===== config.mk =====
export PLATFORM = sky130hd
export DESIGN_NAME = signed_integer_to_radix_digits_unit
export DESIGN_NICKNAME = d
export VERILOG_FILES = /design/src/hw/rtl/sitrd_pkg.sv /design/src/hw/rtl/signed_integer_to_radix_digits_unit.sv
export SDC_FILE = /design/constraint.sdc
export NUM_CORES = 1
export LEC_CHECK = 0
export ABC_AREA = 0
export ABC_CLOCK_PERIOD_IN_PS = 24600
export BUFFER_PORTS_ARGS = -buffer_cell sky130_fd_sc_hd__buf_2
export CAP_MARGIN = 20
export CORE_ASPECT_RATIO = 1.75
export CORE_MARGIN = 2
export CORE_UTILIZATION = 65
export DETAILED_ROUTE_END_ITERATION = 7
export GPL_TIMING_DRIVEN = 0
export PLACE_DENSITY = 0.83
export SLEW_MARGIN = 10
export SYNTH_ARGS = -nofsm -noshare
export SYNTH_HDL_FRONTEND = slang
export SYNTH_SLANG_ARGS = --single-unit
export TNS_END_PERCENT = 5

===== constraint.sdc =====
create_clock -name aclk -period 24.6 [get_ports aclk]
set_clock_uncertainty 0.05 [all_clocks]
set_input_delay 1.23 -clock aclk [delete_from_list [all_inputs] [get_ports aclk]]
set_output_delay 1.23 -clock aclk [all_outputs]
set_load 0.01 [all_outputs]

===== src/hw/rtl/sitrd_pkg.sv =====
`timescale 1ns / 1ps
// ----------------------------------------------------------------------------
// Radix digit converter package
// Field widths, symbol kind codes and radix limits shared by the converter.
// ----------------------------------------------------------------------------
package sitrd_pkg;

    localparam int KIND_W  = 2;
    localparam int DIGIT_W = 4;
    localparam int LEN_W   = 6;
    localparam int RADIX_W = 5;

    // Dividend bits consumed per divider cycle
    localparam int STEP_BITS = 8;

    localparam logic [KIND_W-1:0] KIND_DIGIT = 2'd0;
    localparam logic [KIND_W-1:0] KIND_MINUS = 2'd1;
    localparam logic [KIND_W-1:0] KIND_TERM  = 2'd2;

    localparam logic [RADIX_W-1:0] RADIX_RESET = 5'd10;
    localparam logic [RADIX_W-1:0] RADIX_MIN   = 5'd2;
    localparam logic [RADIX_W-1:0] RADIX_MAX   = 5'd16;

endpackage


===== src/hw/rtl/signed_integer_to_radix_digits_unit.sv =====
`timescale 1ns / 1ps
// ----------------------------------------------------------------------------
// Signed integer to radix digits
// Converts one signed word to a run of symbols in the configured base:
// optional minus sign, digits most significant first, then a terminator
// that carries the run length.
// ----------------------------------------------------------------------------
//
//  channel  | direction | handshake        | payload
//  ---------+-----------+------------------+----------------------------------
//  s_       | in        | s_valid/s_ready  | s_value
//  m_       | out       | m_valid/m_ready  | m_item_kind, m_digit_value,
//           |           |                  | m_last_item, m_total_length
//  cfg_     | in        | cfg_wr_en        | cfg_wr_data (radix)
//
// Per word: accepted in IDLE, then divided one digit at a time (D digits,
// one 8-bit slice of the dividend per cycle through the shared remainder
// chain), then emitted as an optional sign, D digits and a terminator.
// s_ready is high only in IDLE.
// Reset (synchronous, aresetn low) clears the sequencer and the output valid
// and sets radix to 10. A stalled m_ready holds the output register and the
// emit states; the divider runs on regardless. The terminator is loaded in
// the same cycle as the return to IDLE.
// ----------------------------------------------------------------------------
module signed_integer_to_radix_digits_unit #(
    parameter int VALUE_BITS = 32
) (
    input  logic                                 aclk,
    input  logic                                 aresetn,

    input  logic                                 cfg_wr_en,
    input  logic [sitrd_pkg::RADIX_W-1:0]        cfg_wr_data,

    input  logic                                 s_valid,
    output logic                                 s_ready,
    input  logic signed [VALUE_BITS-1:0]         s_value,

    output logic                                 m_valid,
    input  logic                                 m_ready,
    output logic [sitrd_pkg::KIND_W-1:0]         m_item_kind,
    output logic [sitrd_pkg::DIGIT_W-1:0]        m_digit_value,
    output logic                                 m_last_item,
    output logic [sitrd_pkg::LEN_W-1:0]          m_total_length
);

    import sitrd_pkg::*;

    // Dividend padded to whole slices
    localparam int QW     = ((VALUE_BITS + STEP_BITS - 1) / STEP_BITS) * STEP_BITS;
    localparam int STEPS  = QW / STEP_BITS;
    localparam int STEP_W = (STEPS > 1) ? $clog2(STEPS) : 1;
    localparam int CNT_W  = $clog2(VALUE_BITS + 1);
    localparam int STK_W  = VALUE_BITS * DIGIT_W;

    typedef enum logic [2:0] {
        ST_IDLE,
        ST_DIVIDE,
        ST_SIGN,
        ST_DIGIT,
        ST_TERM
    } state_t;

    state_t                 state_reg, state_next;
    logic [RADIX_W-1:0]     radix_reg, radix_next;
    logic [RADIX_W-1:0]     base_reg, base_next;
    logic                   neg_reg, neg_next;
    logic [QW-1:0]          quo_reg, quo_next;
    logic [DIGIT_W-1:0]     rem_reg, rem_next;
    logic [STEP_W-1:0]      step_reg, step_next;
    logic [CNT_W-1:0]       cnt_reg, cnt_next;
    logic [LEN_W-1:0]       len_reg, len_next;
    logic [STK_W-1:0]       stk_reg, stk_next;

    logic                   m_valid_reg, m_valid_next;
    logic [KIND_W-1:0]      m_kind_reg, m_kind_next;
    logic [DIGIT_W-1:0]     m_digit_reg, m_digit_next;
    logic                   m_last_reg, m_last_next;
    logic [LEN_W-1:0]       m_len_reg, m_len_next;

    logic [VALUE_BITS-1:0]  val_u;
    logic [VALUE_BITS-1:0]  mag;
    logic [RADIX_W-1:0]     base_clamped;
    logic [STEP_BITS-1:0]   qbits;
    logic [DIGIT_W-1:0]     rem_step;
    logic [QW-1:0]          quo_shifted;
    logic [CNT_W-1:0]       cnt_inc;
    logic                   out_load;

    // Magnitude as unsigned: the most negative value maps to 2^(VALUE_BITS-1)
    assign val_u = $unsigned(s_value);
    assign mag   = val_u[VALUE_BITS-1] ? (~val_u + VALUE_BITS'(1)) : val_u;

    // Bases outside 2..16 fold onto the nearest limit
    assign base_clamped = (radix_reg < RADIX_MIN) ? RADIX_MIN :
                          (radix_reg > RADIX_MAX) ? RADIX_MAX : radix_reg;

    // Shared remainder chain: eight restoring steps on a 4-bit remainder,
    // one slice of the dividend per cycle, quotient bits shift in below.
    always_comb begin
        logic [DIGIT_W:0] trial;
        logic [DIGIT_W-1:0] r;
        r     = rem_reg;
        qbits = '0;
        for (int i = 0; i < STEP_BITS; i++) begin
            trial = {r, quo_reg[QW-1-i]};
            if (trial >= base_reg) begin
                trial              = trial - base_reg;
                qbits[STEP_BITS-1-i] = 1'b1;
            end
            r = trial[DIGIT_W-1:0];
        end
        rem_step = r;
    end

    assign quo_shifted = (quo_reg << STEP_BITS) | QW'(qbits);
    assign cnt_inc     = cnt_reg + CNT_W'(1);

    // Output register takes a new word when empty or being drained
    assign out_load = ~m_valid_reg | m_ready;

    always_comb begin
        state_next   = state_reg;
        radix_next   = radix_reg;
        base_next    = base_reg;
        neg_next     = neg_reg;
        quo_next     = quo_reg;
        rem_next     = rem_reg;
        step_next    = step_reg;
        cnt_next     = cnt_reg;
        len_next     = len_reg;
        stk_next     = stk_reg;
        m_valid_next = m_valid_reg;
        m_kind_next  = m_kind_reg;
        m_digit_next = m_digit_reg;
        m_last_next  = m_last_reg;
        m_len_next   = m_len_reg;

        if (cfg_wr_en) begin
            radix_next = cfg_wr_data;
        end

        // Drop the word once taken; a load below overrides
        if (m_valid_reg && m_ready) begin
            m_valid_next = 1'b0;
        end

        case (state_reg)
            ST_IDLE: begin
                if (s_valid) begin
                    base_next  = base_clamped;
                    neg_next   = val_u[VALUE_BITS-1];
                    quo_next   = QW'(mag);
                    rem_next   = '0;
                    step_next  = '0;
                    cnt_next   = '0;
                    state_next = ST_DIVIDE;
                end
            end
            ST_DIVIDE: begin
                quo_next  = quo_shifted;
                rem_next  = rem_step;
                step_next = step_reg + STEP_W'(1);
                if (step_reg == STEP_W'(STEPS - 1)) begin
                    // Digit done: push it, then stop on a zero quotient
                    stk_next  = {stk_reg[STK_W-DIGIT_W-1:0], rem_step};
                    cnt_next  = cnt_inc;
                    rem_next  = '0;
                    step_next = '0;
                    if (quo_shifted == '0) begin
                        len_next   = LEN_W'(cnt_inc) + LEN_W'(neg_reg) + LEN_W'(1);
                        state_next = neg_reg ? ST_SIGN : ST_DIGIT;
                    end
                end
            end
            ST_SIGN: begin
                if (out_load) begin
                    m_valid_next = 1'b1;
                    m_kind_next  = KIND_MINUS;
                    m_digit_next = '0;
                    m_last_next  = 1'b0;
                    m_len_next   = '0;
                    state_next   = ST_DIGIT;
                end
            end
            ST_DIGIT: begin
                if (out_load) begin
                    // Pop the most recent digit, which is the most significant
                    m_valid_next = 1'b1;
                    m_kind_next  = KIND_DIGIT;
                    m_digit_next = stk_reg[DIGIT_W-1:0];
                    m_last_next  = 1'b0;
                    m_len_next   = '0;
                    stk_next     = {{DIGIT_W{1'b0}}, stk_reg[STK_W-1:DIGIT_W]};
                    cnt_next     = cnt_reg - CNT_W'(1);
                    if (cnt_reg == CNT_W'(1)) begin
                        state_next = ST_TERM;
                    end
                end
            end
            ST_TERM: begin
                if (out_load) begin
                    m_valid_next = 1'b1;
                    m_kind_next  = KIND_TERM;
                    m_digit_next = '0;
                    m_last_next  = 1'b1;
                    m_len_next   = len_reg;
                    state_next   = ST_IDLE;
                end
            end
            default: begin
                state_next = ST_IDLE;
            end
        endcase
    end

    always_ff @(posedge aclk) begin
        if (!aresetn) begin
            state_reg   <= ST_IDLE;
            radix_reg   <= RADIX_RESET;
            m_valid_reg <= 1'b0;
        end else begin
            state_reg   <= state_next;
            radix_reg   <= radix_next;
            m_valid_reg <= m_valid_next;
        end
        base_reg    <= base_next;
        neg_reg     <= neg_next;
        quo_reg     <= quo_next;
        rem_reg     <= rem_next;
        step_reg    <= step_next;
        cnt_reg     <= cnt_next;
        len_reg     <= len_next;
        stk_reg     <= stk_next;
        m_kind_reg  <= m_kind_next;
        m_digit_reg <= m_digit_next;
        m_last_reg  <= m_last_next;
        m_len_reg   <= m_len_next;
    end

    assign s_ready        = (state_reg == ST_IDLE);
    assign m_valid        = m_valid_reg;
    assign m_item_kind    = m_kind_reg;
    assign m_digit_value  = m_digit_reg;
    assign m_last_item    = m_last_reg;
    assign m_total_length = m_len_reg;

endmodule

# After elaboration in Yosys (flattened, before gate mapping)
# Cells that the tools add are included.
# op_classes
n_addsub,14
magnitude_cmp,10
n_eq_ne,15
mux,58
bitwise_logic,4
reduce_logical,22
# op_table
cell,count
128-bit 2-to-1 mux,2
128-bit one-hot mux with 2 select lines,1
32-bit 2-to-1 mux,2
32-bit one-hot mux with 2 select lines,1
4-bit 2-to-1 mux,12
5-bit >= comparator,8
"32-bit by 1-bit adder with 32-bit output, second input constant",1
32-bit logical NOT,1
32-bit inverter,1
32-bit by 8-bit bitwise OR with 32-bit output,1
4-bit subtractor,8
6-bit 2-to-1 mux,5
3-bit 2-to-1 mux,7
6-bit one-hot mux with 3 select lines,1
4-bit one-hot mux with 2 select lines,2
3-bit one-hot mux with 5 select lines,1
1-bit 2-to-1 mux,14
"2-bit != test, second input constant",7
"6-bit by 1-bit adder with 6-bit output, second input constant",2
6-bit one-hot mux with 2 select lines,1
3-bit AND reduction,4
2-bit 2-to-1 mux,5
4-bit AND reduction,2
2-bit nonzero test,4
other kinds (24),30
# totals
regBits,206
in_bits,42
out_inout_bits,15
elab_cells,139

# Logic depth before layout (Yosys ltp)
# depth
ltp_word,21
depth_mapped,51
mapped_depth_nobuf,51

# Worst setup path after synthesis
# No wires, ideal clock.
# synth_timing
path_kind,input to register
start,in m_ready
end,"reg stk_reg[0], enable pin"
setup_time_ns,0.805
t_arrival_ns,10.686
required_time_ns,23.745
path_slack_ns,13.059
cell_stages,2
n_path_buf,0
path_cell_list,nor2b_1 > a211oi_1
# synth_via
elab_chain_len,3
# synth_rtl
item,line_no,text
start: declaration,signed_integer_to_radix_digits_unit.sv:39,"input logic m_ready,"
1-bit bitwise OR,signed_integer_to_radix_digits_unit.sv:119,assign out_load = ~m_valid_reg | m_ready;
2-bit != test (no source line),n/a,
3-bit AND reduction (no source line),n/a,
end signal: assignment,signed_integer_to_radix_digits_unit.sv:233,stk_reg <= stk_next;
end: declaration,signed_integer_to_radix_digits_unit.sv:72,"logic [STK_W-1:0] stk_reg, stk_next;"
# Every way passes these cells.
# A chain may end at the register's enable or synchronous reset.

# Worst setup path in the final report
# layout_timing
start,reg base_reg[1]
end,"reg len_reg[5], enable pin"
# layout_via
elab_chain_len,19
elab_cells_between_ends,33
cone_classes,add/sub: 7; order compare: 8; mux: 15; bitwise: 1; reduce/logical: 2
# layout_rtl
item,line_no,text
start: declaration,signed_integer_to_radix_digits_unit.sv:65,"logic [RADIX_W-1:0] base_reg, base_next;"
start signal: assignment,signed_integer_to_radix_digits_unit.sv:226,base_reg <= base_next;
4-bit subtractor or 5-bit >= comparator (tied branches),"signed_integer_to_radix_digits_unit.sv:107, signed_integer_to_radix_digits_unit.sv:106",
4-bit 2-to-1 mux,signed_integer_to_radix_digits_unit.sv:106,if (trial >= base_reg) begin
4-bit subtractor or 5-bit >= comparator (tied branches),"signed_integer_to_radix_digits_unit.sv:107, signed_integer_to_radix_digits_unit.sv:106",
4-bit 2-to-1 mux,signed_integer_to_radix_digits_unit.sv:106,
4-bit subtractor or 5-bit >= comparator (tied branches),"signed_integer_to_radix_digits_unit.sv:107, signed_integer_to_radix_digits_unit.sv:106",
4-bit 2-to-1 mux,signed_integer_to_radix_digits_unit.sv:106,
5-bit >= comparator or 4-bit subtractor (tied branches),"signed_integer_to_radix_digits_unit.sv:106, signed_integer_to_radix_digits_unit.sv:107",
4-bit 2-to-1 mux,signed_integer_to_radix_digits_unit.sv:106,
(+3 left out),n/a,
4-bit 2-to-1 mux,signed_integer_to_radix_digits_unit.sv:106,
4-bit subtractor or 5-bit >= comparator (tied branches),"signed_integer_to_radix_digits_unit.sv:107, signed_integer_to_radix_digits_unit.sv:106",
4-bit 2-to-1 mux,signed_integer_to_radix_digits_unit.sv:106,
5-bit >= comparator,signed_integer_to_radix_digits_unit.sv:106,
1-bit 2-to-1 mux,signed_integer_to_radix_digits_unit.sv:106,
32-bit by 8-bit bitwise OR with 32-bit output *,signed_integer_to_radix_digits_unit.sv:115,assign quo_shifted = (quo_reg << STEP_BITS) | QW'(qbits);
32-bit logical NOT *,signed_integer_to_radix_digits_unit.sv:169,if (quo_shifted == '0) begin
3-bit AND reduction (no source line) *,n/a,
end signal: assignment,signed_integer_to_radix_digits_unit.sv:232,len_reg <= len_next;
end: declaration,signed_integer_to_radix_digits_unit.sv:71,"logic [LEN_W-1:0] len_reg, len_next;"
# Mark *: on every way between the ends. The rest lies on a longest branch, timed or not.

==> results.yml <==
placement:
  place_congestion: 0.895
  dp_hpwl_mm: 17.6
  port-buffer-count: 54
flow_run:
  maxCapViolations: 0
global_routing:
  met3_resource_use_gr: 0.0406
  grt_max_degree: 39
  globalRouteOverflowTotal: 0
  global_routing_s_busiest_layer: "met2"
  grt_antenna_before_repair: 0
  total_routing_usage_reported_by_global_routing: 0.275
  grt_util_met1: 0.299
  grt_pass1_vias: 8574
  grt_pass1_wl_mm: 39.5
  met2_usage: 0.505
detailed_routing:
  drt_iter0_markers: 590
  antenna_violating_nets_post_route: 0
  postRouteWirelength_mm: 24.6
  drt-wirelength-per-cell_um: 16.9
  vias_per_cell: 5.80
  drt_drc_violations_left: 0
  detailroute.via_count: 8428
  drt_pass1_iterations: 5
setup_path:
  worst-endpoint-required_ns: 24.72
  critical_path.startpoint_type: "flop"
  worst-endpoint-arrival_ns: 14.02
  path_common_cell: "ha_1"
  critical_path_class: "flop to flop"
  reg2reg_slack_ns: 10.70
  critPathSlowestCell: "edfxtp_1"
  worst-path-max-fanout: 10
  critPathLaunch: "base_reg[1]"
  reg2reg_from: "base_reg[1]"
  worst_path_largest_cell_delay_ns: 0.72
  setup.worst_path.end_class: "flop"
  worst-r2r-cell-count: 46
  crit_path_end: "len_reg[5]"
  r2r-end: "len_reg[5]"
yosys:
  yosys.area_share.adder: 0.0671
  yosys.cell_count.top_type: "nand2_1"
  avgSynthCellArea_um2: 9.86
  synth.ff_latch_count: 206
  post_synth_instance_area_mm2: 0.0112
  synth.distinct_cells: 50
  synth_ff_type: "edfxtp_1"
  synth_enable_flop_cells: 197
  synth_top_family_by_area: "simple AND/OR/NAND/NOR gates"
  synth_simple_gate_area_frac: 0.209
  xor_xnor_cell_area_share_of_the_yosys_netlist: 0.0440
  synth_seq_area_share: 0.546
  synth.cells.most_frequent: "419 x nand2_1, 197 x edfxtp_1, 47 x ha_1, 45 x o21ai_0"
  synth_compound_gate_area_share: 0.0807
  synth_fp_nets: 1228
  postSynthCellCount: 1131
  yosys.area.top_type_share: 0.530
  most_area_consuming_cells_after_synthesis: "edfxtp_1 53%, nand2_1 14%, ha_1 5.3%"
  async_flop_share: 0
  synthMuxAreaShare: 0.0228
  synthesis.yosys.warnings: 0
  post-synth-top-area-cell: "edfxtp_1"
clock_tree:
  cts.repair.resized: 0
  cts_inserted_buffers: 19
  clkTransAtPathRegs_ns: 0.07
  cts_hold_buf: 0
  insertion_delay_ns: 0.49
  clock_tree.buffer_depth: 3
  tritoncts_clock_tree: "done"
  postCtsSetupRepairBufs: 0
  ctsRootBufferMaster: "clkbuf_16"
  cts-htree-levels: 1
  clock_sinks: 206
layout:
  antenna_cells_inserted: 0
  fillers: 1229
  number_of_flip_flops_under_the_largest_register_name: 128
  number_of_nets_at_the_end_of_the_flow: 1311
  drive_above_1_share: 0.0937
  area_growth_syn_to_layout_pct: 11.7
  postLayoutCoreUtil: 0.738
run_status:
  status: "complete, no violations"
worst_hold_path:
  worstHoldPathType: "flop to flop"
  launch_point_of_the_worst_hold_path: "stk_reg[124]"
floorplanning:
  floorplan.initialDensity: 0.661
  die_w_um: 103
  area_enclosed_by_the_die_boundary_mm2: 0.0183
  ioPinCount: 57
  std_cell_rows: 63
  floorplan.die.height_um: 177
  core_region_area_mm2: 0.0169
timing:
  finalCritPeriodShare: 0.565
  tightest_slew_ns: 0.993
  max_freq_ghz: 0.0720
  grt_setup_unrepaired: "no"
  fin_tns_setup_ns: 0
  drv_slew: 0
  endpoints_failing_setup: 0
  period_minus_slack_ns: 13.90
  finalHoldViolCount: 0
  timing.max_slew.rel_slack: 0.334
==> worst min path at each step <==
stage	depth (start not counted)	slack [ns]	to
2_1_floorplan	2	0.42	radix_reg[1]
3_3_place_gp	2	0.44	stk_reg[120]
3_5_place_dp	2	0.45	stk_reg[122]
4_1_cts	2	0.47	stk_reg[122]
5_1_grt	2	0.48	stk_reg[120]
6_report	2	0.47	stk_reg[120]
==> kinds of logic (layout without fill, tap and decap cells) <==
group | after synthesis | count (layout)
and+or+nand+nor | 554 | 554
AOI/OAI and AO/OA | 148 | 148
xor gates and xnor gates | 56 | 56
adders and majority gates | 55 | 55
muxes | 24 | 24
DFF | 206 | 206
buffers and inverters | 88 | 184
==> metrics by stage <==
stage | worst slack [ns] | hold slack, ns | instance area, µm² | cells
2_1_floorplan | 13.06 | 0.416 | 11200 | 1131
3_3_place_gp | 9.52 | 0.442 | 11700 | 1412
3_5_place_dp | 10.87 | 0.452 | 11900 | 1420
4_1_cts | 10.85 | 0.466 | 12500 | 1454
5_1_grt | 9.79 | 0.484 | 12500 | 1454
6_report | 10.70 | 0.466 | 12500 | 1454
==> worst max-delay path, delay by kind of cell, from the launching register on <==
kind | cells | cell delay, ns
buffers and inverters | 4 | 0.65
DFF | 1 | 0.72
and+or+nand+nor | 5 | 1.03
AOI/OAI and AO/OA | 26 | 7.21
muxes | 3 | 1.09
adders and majority gates | 8 | 2.80
==> per-layer routing <==
metal  vias up  share of wire
met2       295           0.54
met4         0          0.048
met1      3998           0.36
li1       4037              -
met5         -              0
met3        98          0.048
==> area by class of cell <==
type | count | area [µm²] | share of cell area
sequential | 206 | 6100 | 0.489
clock inverter | 8 | 68.8 | 0.00553
timing repair buffer | 62 | 403 | 0.0323
multi-input combinational | 837 | 4740 | 0.381
clock buffer | 26 | 532 | 0.0427
inverter | 37 | 139 | 0.0112
buffer | 51 | 191 | 0.0154
tap | 227 | 284 | 0.0228
==> placed cells by master, fill, tap and decap left out, types with 4 or more instances in the layout <==
cell type	n
clkbuf_1	48
ha_1	47
mux2_2	11
buf_8	7
nor2_1	44
clkbuf_16	19
or3_4	4
buf_1	7
a31oi_1	8
o21ai_0	45
buf_2	54
a21oi_1	40
dfxtp_1	9
xnor2_1	20
xor2_1	36
fa_1	8
nand2_1	419
mux2i_1	13
nor4_1	8
o21ai_1	9
nand3_1	4
o31ai_1	7
nor3_1	11
nor2b_1	16
inv_1	37
a21o_1	16
and2_1	13
edfxtp_1	197
nand2b_1	11
or3_1	6
Power is not shown: default switching activity piles up to over one toggle a cycle in this logic, so the estimate is an artifact.
